**config.mk**
```make
export PLATFORM = sky130hd
export DESIGN_NAME = vibration_pattern_sequencer
export DESIGN_NICKNAME = d
export VERILOG_FILES = /design/src/sv/vps_pkg.sv /design/src/sv/vibration_pattern_sequencer.sv /design/src/sv/vps_seq.sv
export SDC_FILE = /design/constraint.sdc
export NUM_CORES = 2
export LEC_CHECK = 0
export ABC_AREA = 1
export BUFFER_PORTS_ARGS = -buffer_cell sky130_fd_sc_hd__buf_2
export CAP_MARGIN = 30
export CORE_UTILIZATION = 45
export DETAILED_ROUTE_END_ITERATION = 16
export GPL_TIMING_DRIVEN = 0
export SLEW_MARGIN = 20
export SYNTH_ARGS = -nofsm -noshare
export SYNTH_HDL_FRONTEND = slang
export SYNTH_SLANG_ARGS = --single-unit
export TNS_END_PERCENT = 10
```
**constraint.sdc**
```tcl
create_clock -name clk -period 18.29 [get_ports clk]
set_clock_uncertainty 0.15 [all_clocks]
set_input_delay 3.658 -clock clk [delete_from_list [all_inputs] [get_ports clk]]
set_output_delay 3.658 -clock clk [all_outputs]
set_load 0.01 [all_outputs]
```
**src/sv/vps_pkg.sv**
```systemverilog
// Shared types, constants and step table for the vibration pattern sequencer.
`timescale 1ns / 1ps

package vps_pkg;

    // Input item
    typedef struct packed {
        logic       req_type;
        logic [1:0] pattern_id;
    } req_t;

    // Result item
    typedef struct packed {
        logic [1:0]  status;
        logic        motor_on;
        logic [31:0] pwm_width;
        logic        busy_res;
    } rsp_t;

    typedef enum logic {
        REQ_TICK  = 1'b0,
        REQ_START = 1'b1
    } req_kind_t;

    typedef enum logic [1:0] {
        ST_OK          = 2'd0,
        ST_BUSY        = 2'd1,
        ST_DENIED      = 2'd2,
        ST_BAD_PATTERN = 2'd3
    } status_t;

    typedef enum logic [1:0] {
        PAT_CLICK  = 2'd0,
        PAT_NOTIFY = 2'd1,
        PAT_ALARM  = 2'd2,
        PAT_NONE   = 2'd3
    } pattern_t;

    typedef enum logic {
        SEQ_IDLE = 1'b0,
        SEQ_PLAY = 1'b1
    } seq_state_t;

    // Register indexes (paddr[2])
    localparam logic REG_MOTOR_ALLOWED = 1'b0;
    localparam logic REG_PWM_PERIOD    = 1'b1;

    localparam int          PADDR_W           = 3;
    localparam logic [31:0] PWM_PERIOD_RESET  = 32'd1000000;

    // period / 100 == ((period >> 2) * PERIOD_RECIP) >> 35, exact for 32-bit periods
    localparam logic [30:0] PERIOD_RECIP = 31'd1374389535;
    localparam int          RECIP_SHIFT  = 35;
    localparam int          QUOT_W       = 26;

    localparam int DUTY_W    = 7;
    localparam int MS_W      = 9;
    localparam int STEP_W    = 5;
    localparam int ROM_USED  = 26;
    localparam int ROM_IDX_W = $clog2(ROM_USED);
    localparam int ADDR_W    = 6;

    typedef struct packed {
        logic              en;
        logic [DUTY_W-1:0] pct;
        logic [MS_W-1:0]   ms;
    } step_t;

    localparam step_t STEP_ROM [ROM_USED] = '{
        // click
        '{1'b1, 7'd90,  9'd40},  '{1'b0, 7'd0,   9'd0},
        // notification
        '{1'b1, 7'd100, 9'd50},  '{1'b0, 7'd100, 9'd50},  '{1'b1, 7'd100, 9'd50},
        '{1'b0, 7'd100, 9'd50},  '{1'b1, 7'd0,   9'd50},  '{1'b0, 7'd0,   9'd0},
        // alarm
        '{1'b1, 7'd100, 9'd200}, '{1'b0, 7'd0,   9'd100}, '{1'b1, 7'd100, 9'd200},
        '{1'b0, 7'd0,   9'd100}, '{1'b1, 7'd100, 9'd200}, '{1'b0, 7'd0,   9'd300},
        '{1'b1, 7'd100, 9'd100}, '{1'b0, 7'd0,   9'd100}, '{1'b1, 7'd100, 9'd100},
        '{1'b0, 7'd0,   9'd100}, '{1'b1, 7'd100, 9'd100}, '{1'b0, 7'd0,   9'd0},
        '{1'b1, 7'd100, 9'd100}, '{1'b0, 7'd0,   9'd100}, '{1'b1, 7'd100, 9'd100},
        '{1'b0, 7'd0,   9'd100}, '{1'b1, 7'd100, 9'd100}, '{1'b0, 7'd0,   9'd0}
    };

    function automatic logic [ADDR_W-1:0] pat_base(input logic [1:0] pid);
        logic [ADDR_W-1:0] b;
        unique case (pid)
            PAT_CLICK:  b = ADDR_W'(0);
            PAT_NOTIFY: b = ADDR_W'(2);
            PAT_ALARM:  b = ADDR_W'(8);
            default:    b = ADDR_W'(0);
        endcase
        return b;
    endfunction

    function automatic logic [ADDR_W-1:0] pat_len(input logic [1:0] pid);
        logic [ADDR_W-1:0] n;
        unique case (pid)
            PAT_CLICK:  n = ADDR_W'(2);
            PAT_NOTIFY: n = ADDR_W'(6);
            PAT_ALARM:  n = ADDR_W'(18);
            default:    n = ADDR_W'(0);
        endcase
        return n;
    endfunction

    // Addresses past the table read as an all-zero step
    function automatic step_t step_read(input logic [1:0] pid, input logic [STEP_W-1:0] idx);
        logic [ADDR_W-1:0] addr;
        step_t             s;
        addr = pat_base(pid) + ADDR_W'(idx);
        if (addr < ADDR_W'(ROM_USED))
            s = STEP_ROM[addr[ROM_IDX_W-1:0]];
        else
            s = '0;
        return s;
    endfunction

    // Sequencer outputs after one item
    typedef struct packed {
        logic [1:0]        status;
        logic              motor_on;
        logic [DUTY_W-1:0] duty;
        logic              busy;
    } seq_res_t;

endpackage

```
**src/sv/vibration_pattern_sequencer.sv**
```systemverilog
// Top level: config registers, step sequencer and two-stage pulse width pipeline.
// An accepted item is registered in stage 1, then in stage 2, whose register presents the result.
// Throughput: one item per cycle; req_ready stays high unless both pipeline
// stages are full and the result is not taken.
// Stage 1 holds period/100 (reciprocal multiply), stage 2 scales it by duty.
// Reset: pattern idle, motor off, duty 0, motor_allowed 1, pwm_period 1000000.
`timescale 1ns / 1ps

module vibration_pattern_sequencer (
    input  logic                         clk,
    input  logic                         rst_n,
    input  logic                         psel,
    input  logic                         penable,
    input  logic                         pwrite,
    input  logic [vps_pkg::PADDR_W-1:0]  paddr,
    input  logic [31:0]                  pwdata,
    output logic [31:0]                  prdata,
    output logic                         pready,
    input  logic                         req_valid,
    output logic                         req_ready,
    input  vps_pkg::req_t                req,
    output logic                         rsp_valid,
    input  logic                         rsp_ready,
    output vps_pkg::rsp_t                rsp
);
    import vps_pkg::*;

    logic               allowed_reg;
    logic [31:0]        period_reg;
    logic               cfg_wr;
    logic               accept;
    logic               adv2;
    seq_res_t           seq_res;
    logic [60:0]        recip_prod;

    logic               v1_reg;
    seq_res_t           s1_res_reg;
    logic [QUOT_W-1:0]  s1_quot_reg;
    logic [32:0]        pulse_prod;

    logic               v2_reg;
    rsp_t               rsp_reg;

    // Configuration port
    assign pready = 1'b1;
    assign cfg_wr = psel && penable && pwrite;

    always_ff @(posedge clk or negedge rst_n)
    begin
        if (!rst_n) begin
            allowed_reg <= 1'b1;
            period_reg  <= PWM_PERIOD_RESET;
        end else if (cfg_wr) begin
            unique case (paddr[2])
                REG_MOTOR_ALLOWED: allowed_reg <= pwdata[0];
                REG_PWM_PERIOD:    period_reg  <= pwdata;
                default:           ;
            endcase
        end
    end

    always_comb
    begin
        unique case (paddr[2])
            REG_MOTOR_ALLOWED: prdata = {31'd0, allowed_reg};
            REG_PWM_PERIOD:    prdata = period_reg;
            default:           prdata = '0;
        endcase
    end

    // Handshake: each stage moves when the one after it has room
    assign adv2      = v1_reg && (!v2_reg || rsp_ready);
    assign req_ready = !v1_reg || adv2;
    assign accept    = req_valid && req_ready;

    vps_seq u_seq (
        .clk           (clk),
        .rst_n         (rst_n),
        .fire          (accept),
        .req           (req),
        .motor_allowed (allowed_reg),
        .res           (seq_res)
    );

    assign recip_prod = 61'(period_reg[31:2]) * 61'(PERIOD_RECIP);

    always_ff @(posedge clk or negedge rst_n)
    begin
        if (!rst_n)
            v1_reg <= 1'b0;
        else if (accept)
            v1_reg <= 1'b1;
        else if (adv2)
            v1_reg <= 1'b0;
    end

    always_ff @(posedge clk)
    begin
        if (accept) begin
            s1_res_reg  <= seq_res;
            s1_quot_reg <= recip_prod[RECIP_SHIFT +: QUOT_W];
        end
    end

    assign pulse_prod = 33'(s1_quot_reg) * 33'(s1_res_reg.duty);

    always_ff @(posedge clk or negedge rst_n)
    begin
        if (!rst_n)
            v2_reg <= 1'b0;
        else if (adv2)
            v2_reg <= 1'b1;
        else if (rsp_ready)
            v2_reg <= 1'b0;
    end

    always_ff @(posedge clk)
    begin
        if (adv2) begin
            rsp_reg.status    <= s1_res_reg.status;
            rsp_reg.motor_on  <= s1_res_reg.motor_on;
            rsp_reg.pwm_width <= pulse_prod[31:0];
            rsp_reg.busy_res  <= s1_res_reg.busy;
        end
    end

    assign rsp_valid = v2_reg;
    assign rsp       = rsp_reg;

endmodule

```
**src/sv/vps_seq.sv**
```systemverilog
// Step sequencer: pattern start checks, millisecond countdown and step loading.
`timescale 1ns / 1ps

module vps_seq (
    input  logic             clk,
    input  logic             rst_n,
    input  logic             fire,
    input  vps_pkg::req_t    req,
    input  logic             motor_allowed,
    output vps_pkg::seq_res_t res
);
    import vps_pkg::*;

    seq_state_t         state_reg, state_next;
    logic [1:0]         pat_reg, pat_next;
    logic [STEP_W-1:0]  step_reg, step_next;
    logic [MS_W-1:0]    remain_reg, remain_next;
    logic               pin_reg, pin_next;
    logic [DUTY_W-1:0]  duty_reg, duty_next;
    logic [1:0]         status;
    logic [ADDR_W-1:0]  idx_inc;
    step_t              ld;

    always_comb
    begin
        state_next  = state_reg;
        pat_next    = pat_reg;
        step_next   = step_reg;
        remain_next = remain_reg;
        pin_next    = pin_reg;
        duty_next   = duty_reg;
        status      = ST_OK;
        idx_inc     = ADDR_W'(step_reg) + ADDR_W'(1);
        ld          = '0;
        if (req.req_type == REQ_START) begin
            priority if (state_reg == SEQ_PLAY) begin
                status = ST_BUSY;
            end else if (!motor_allowed) begin
                status = ST_DENIED;
            end else if (pat_len(req.pattern_id) == '0) begin
                status = ST_BAD_PATTERN;
            end else begin
                ld          = step_read(req.pattern_id, '0);
                state_next  = SEQ_PLAY;
                pat_next    = req.pattern_id;
                step_next   = '0;
                remain_next = ld.ms;
                pin_next    = ld.en;
                duty_next   = ld.pct;
            end
        end else if (state_reg == SEQ_PLAY) begin
            priority if (remain_reg > MS_W'(1)) begin
                remain_next = remain_reg - MS_W'(1);
            end else if (idx_inc < pat_len(pat_reg)) begin
                ld          = step_read(pat_reg, idx_inc[STEP_W-1:0]);
                step_next   = idx_inc[STEP_W-1:0];
                remain_next = ld.ms;
                pin_next    = ld.en;
                duty_next   = ld.pct;
            end else begin
                // last step done: pin and duty stay as they are
                state_next  = SEQ_IDLE;
                remain_next = '0;
            end
        end
    end

    always_comb
    begin
        res.status   = status;
        res.motor_on = pin_next;
        res.duty     = duty_next;
        res.busy     = (state_next == SEQ_PLAY);
    end

    always_ff @(posedge clk or negedge rst_n)
    begin
        if (!rst_n) begin
            state_reg  <= SEQ_IDLE;
            pat_reg    <= '0;
            step_reg   <= '0;
            remain_reg <= '0;
            pin_reg    <= 1'b0;
            duty_reg   <= '0;
        end else if (fire) begin
            state_reg  <= state_next;
            pat_reg    <= pat_next;
            step_reg   <= step_next;
            remain_reg <= remain_next;
            pin_reg    <= pin_next;
            duty_reg   <= duty_next;
        end
    end

endmodule

```
==> flow_metrics.py <==
metrics = {
    "floorplanning": {
        "initial_core_util": 0.458,
        "die_area_um2": 62900,
        "die_h_um": 251,
        "die_x_um": 251,
        "fp.coreArea_um2": 60800,
        "rows": 90,
        "io_pins": 116,
    },
    "placed_design": {
        "io_buffers": 111,
        "gp_congestion": 0.996,
        "dp_hpwl_um": 68100,
    },
    "detailed_routing": {
        "vias": 21100,
        "drt_iter0_markers": 1157,
        "met3_length_um": 2860,
        "route.met2.wl_um": 37500,
        "wl_um": 76800,
        "m1WireLength_um": 33800,
        "wl_per_cell_um": 18.0,
        "vias_per_cell": 4.94,
        "ant_nets": 0,
        "top_layer": "met4",
        "post-route-drc-count": 0,
        "drt-pass1-iter-count": 7,
    },
    "yosys": {
        "ys_ff_latch": 133,
        "synthTopCellsByArea": "fa_1, ha_1, inv_1",
        "synth_edf_count": 73,
        "ys_seq_area_frac": 0.133,
        "synth-simple-area-share": 0.156,
        "async_flop_share": 0.451,
        "yosysWarnings": 0,
        "syn_area_um2": 27900,
        "synthDistinctLibCells": 50,
        "syn_avg_cell_area_um2": 8.32,
        "synthMuxAreaShare": 0.00445,
        "synth_flop_cell": "edfxtp_1",
        "synth_compound_area_frac": 0.0554,
        "synth_cells": 3350,
        "synth_top_area_frac": 0.323,
        "synthXorXnorAreaFrac": 0.0138,
        "synth_area_leader_cell": "fa_1",
        "synth_top_family_by_area": "adder cells",
        "syn-num-nets": 4254,
        "yosys.area_share.adder": 0.507,
    },
    "min_path": {
        "hp-class": "flop to flop",
        "hold_depth": 0,
        "worstHoldStart": "s1_res_reg[0]",
        "hold_path_end": "rsp[0]",
    },
    "cts": {
        "htree_levels": 4,
        "cts_buffer_depth": 2,
        "clk_pin_slew_worst_paths_ns": 0.07,
        "clock_sinks": 133,
        "cts-root-buf": "clkbuf_16",
        "hold_buffers": 0,
        "clk_latency_ns": 0.49,
        "cts_setup_buffers": 0,
        "cts_tree": "done",
        "numCtsBuffers": 17,
        "cts_resized": 0,
    },
    "grt": {
        "grt_pass1_wl_um": 120000,
        "overflow": 0,
        "grt_pass1_vias": 21800,
        "grtUsageTotal": 0.253,
        "antenna_found_initial": 0,
        "grt_max_degree": 47,
    },
    "finish": {
        "area.growth.synth_to_final_pct": 7.87,
        "largest_register_ffs": 36,
        "final_nets": 4386,
        "drive_above_1_share": 0.0584,
        "insertedDiodeCount": 0,
    },
    "timing": {
        "setup_viol": 0,
        "worst_pin_slew_ns": 0.783,
        "min_period_ns": 8.59,
        "clock.fmax_ghz": 0.116,
        "min_period_over_period": 0.470,
        "slew_violations": 0,
        "tns_ns": 0,
        "max_slew_margin": 0.478,
        "hold_violations": 0,
        "rsz0062_at_grt": "no",
    },
    "critical_path": {
        "reg2reg_to": "s1_quot_reg[19]",
        "crit_arrival_ns": 4.78,
        "critPathLaunchType": "input pin",
        "worstSetupPathType": "input pin to output pin",
        "end_kind": "output pin",
        "critPathMaxFanout": 10,
        "r2r_cells": 24,
        "crit_required_ns": 14.48,
        "crit-reg2reg-launch": "period_reg[17]",
        "r2r_setup_slack_ns": 11.02,
    },
    "status": {
        "status": "completed",
    },
    "flow_run": {
        "maxCapViolations": 0,
    },
}
## synthesized netlist by cell type, types with 2 or more instances
| master | number |
|---|---|
| inv_1 | 920 |
| nand2_1 | 666 |
| fa_1 | 449 |
| ha_1 | 410 |
| nor2_1 | 220 |
| a21oi_1 | 139 |
| nand3_1 | 103 |
| o21ai_0 | 83 |
| edfxtp_1 | 73 |
| dfrtp_1 | 52 |
| xor2_1 | 37 |
| clkbuf_1 | 29 |
| nand4_1 | 20 |
| o21bai_1 | 15 |
| nor3_1 | 13 |
| mux2_2 | 11 |
| a21o_1 | 10 |
| o21ai_1 | 10 |
| dfstp_2 | 8 |
| a21boi_0 | 7 |
| xnor2_1 | 7 |
| nand2_2 | 6 |
| a31oi_1 | 5 |
| nand3_2 | 5 |
| nor4_1 | 5 |
| inv_2 | 4 |
| nand3b_1 | 4 |
| nor2_2 | 4 |
| and3_1 | 3 |
| buf_4 | 3 |
| o21a_1 | 3 |
| or2_2 | 3 |
| a22oi_1 | 2 |
| buf_2 | 2 |
| nor2_8 | 2 |
| nor3_2 | 2 |
| o211ai_1 | 2 |
## worst max path at each step
stage,startpoint,to,slack [ns],cells after the start
floorplan,paddr[2],prdata[12],10.18,4
global placement,paddr[2],prdata[9],9.62,5
detailed placement,paddr[2],prdata[9],9.62,5
CTS,paddr[2],prdata[9],9.62,5
global route,paddr[2],prdata[25],9.53,5
finish,paddr[2],prdata[9],9.70,5
## per-layer routing
metal  vias up  track usage
li1      10400            -
met1     10200        0.322
met2       474        0.438
met3       114       0.0356
met4         0       0.0908
met5         -            0
## critical path, stage by stage
cell and delay, ns:
clkbuf_1 0.38, clkbuf_1 0.44, nand2_1 0.09, inv_1 0.08
buf_2 0.12
## layout make-up
class,count,area (um2)
inverter,926,3480
clock inverter,15,164
multi-input combinational,2257,20500
buffer,34,141
fill,5985,30800
timing repair buffer,113,613
sequential,133,3700
clock buffer,17,425
tap,782,978
## placed cells by master (no fill, tap or decap), types with 3 or more instances in the layout
cell       netlist  routed
dfrtp_1         52      52
or2_2            3       3
inv_8            0       5
fa_1           449     449
o21bai_1        15      15
a21oi_1        139     138
nor2_1         220     220
nand2_2          6       6
nand3_2          5       5
xnor2_1          7       7
inv_1          920     920
clkbuf_16        0      17
mux2_2          11      11
nand2_1        666     666
nand3_1        103     103
nand3b_1         4       4
a31oi_1          5       5
nor3_1          13      13
clkbuf_1        29      29
buf_2            2     112
buf_4            3       4
nor2_2           4       4
edfxtp_1        73      73
dfstp_2          8       8
and3_1           3       3
inv_2            4       4
o21a_1           3       3
xor2_1          37      37
nand4_1         20      20
a21boi_0         7       7
a21o_1          10      10
inv_6            0       4
o21ai_0         83      83
ha_1           410     410
o21ai_1         10      10
nor4_1           5       5
## cell families after synthesis
kind of cell / Yosys count
simple gates: 1060
compound gates: 282
other cells: 1
xor+xnor: 44
mux: 11
flops: 133
fa+ha+maj: 859
buf+inv: 960
## per-stage QoR
step / area [um2] / setup WS, ns / utilization / hold slack [ns] / instances
floorplan: 27900 / 10.18 / - / 0.250 / 3350
global placement: 29400 / 9.62 / 0.483 / 0.256 / 4243
detailed placement: 29500 / 9.62 / 0.484 / 0.260 / 4245
CTS: 30000 / 9.62 / 0.494 / 0.275 / 4277
global route: 30000 / 9.53 / 0.494 / 0.288 / 4277
finish: 30000 / 9.70 / 0.494 / 0.270 / 4277
Power is left out: the tool's default activity adds up to more than one toggle a clock period on the data nets, which glitch-free logic cannot reach.
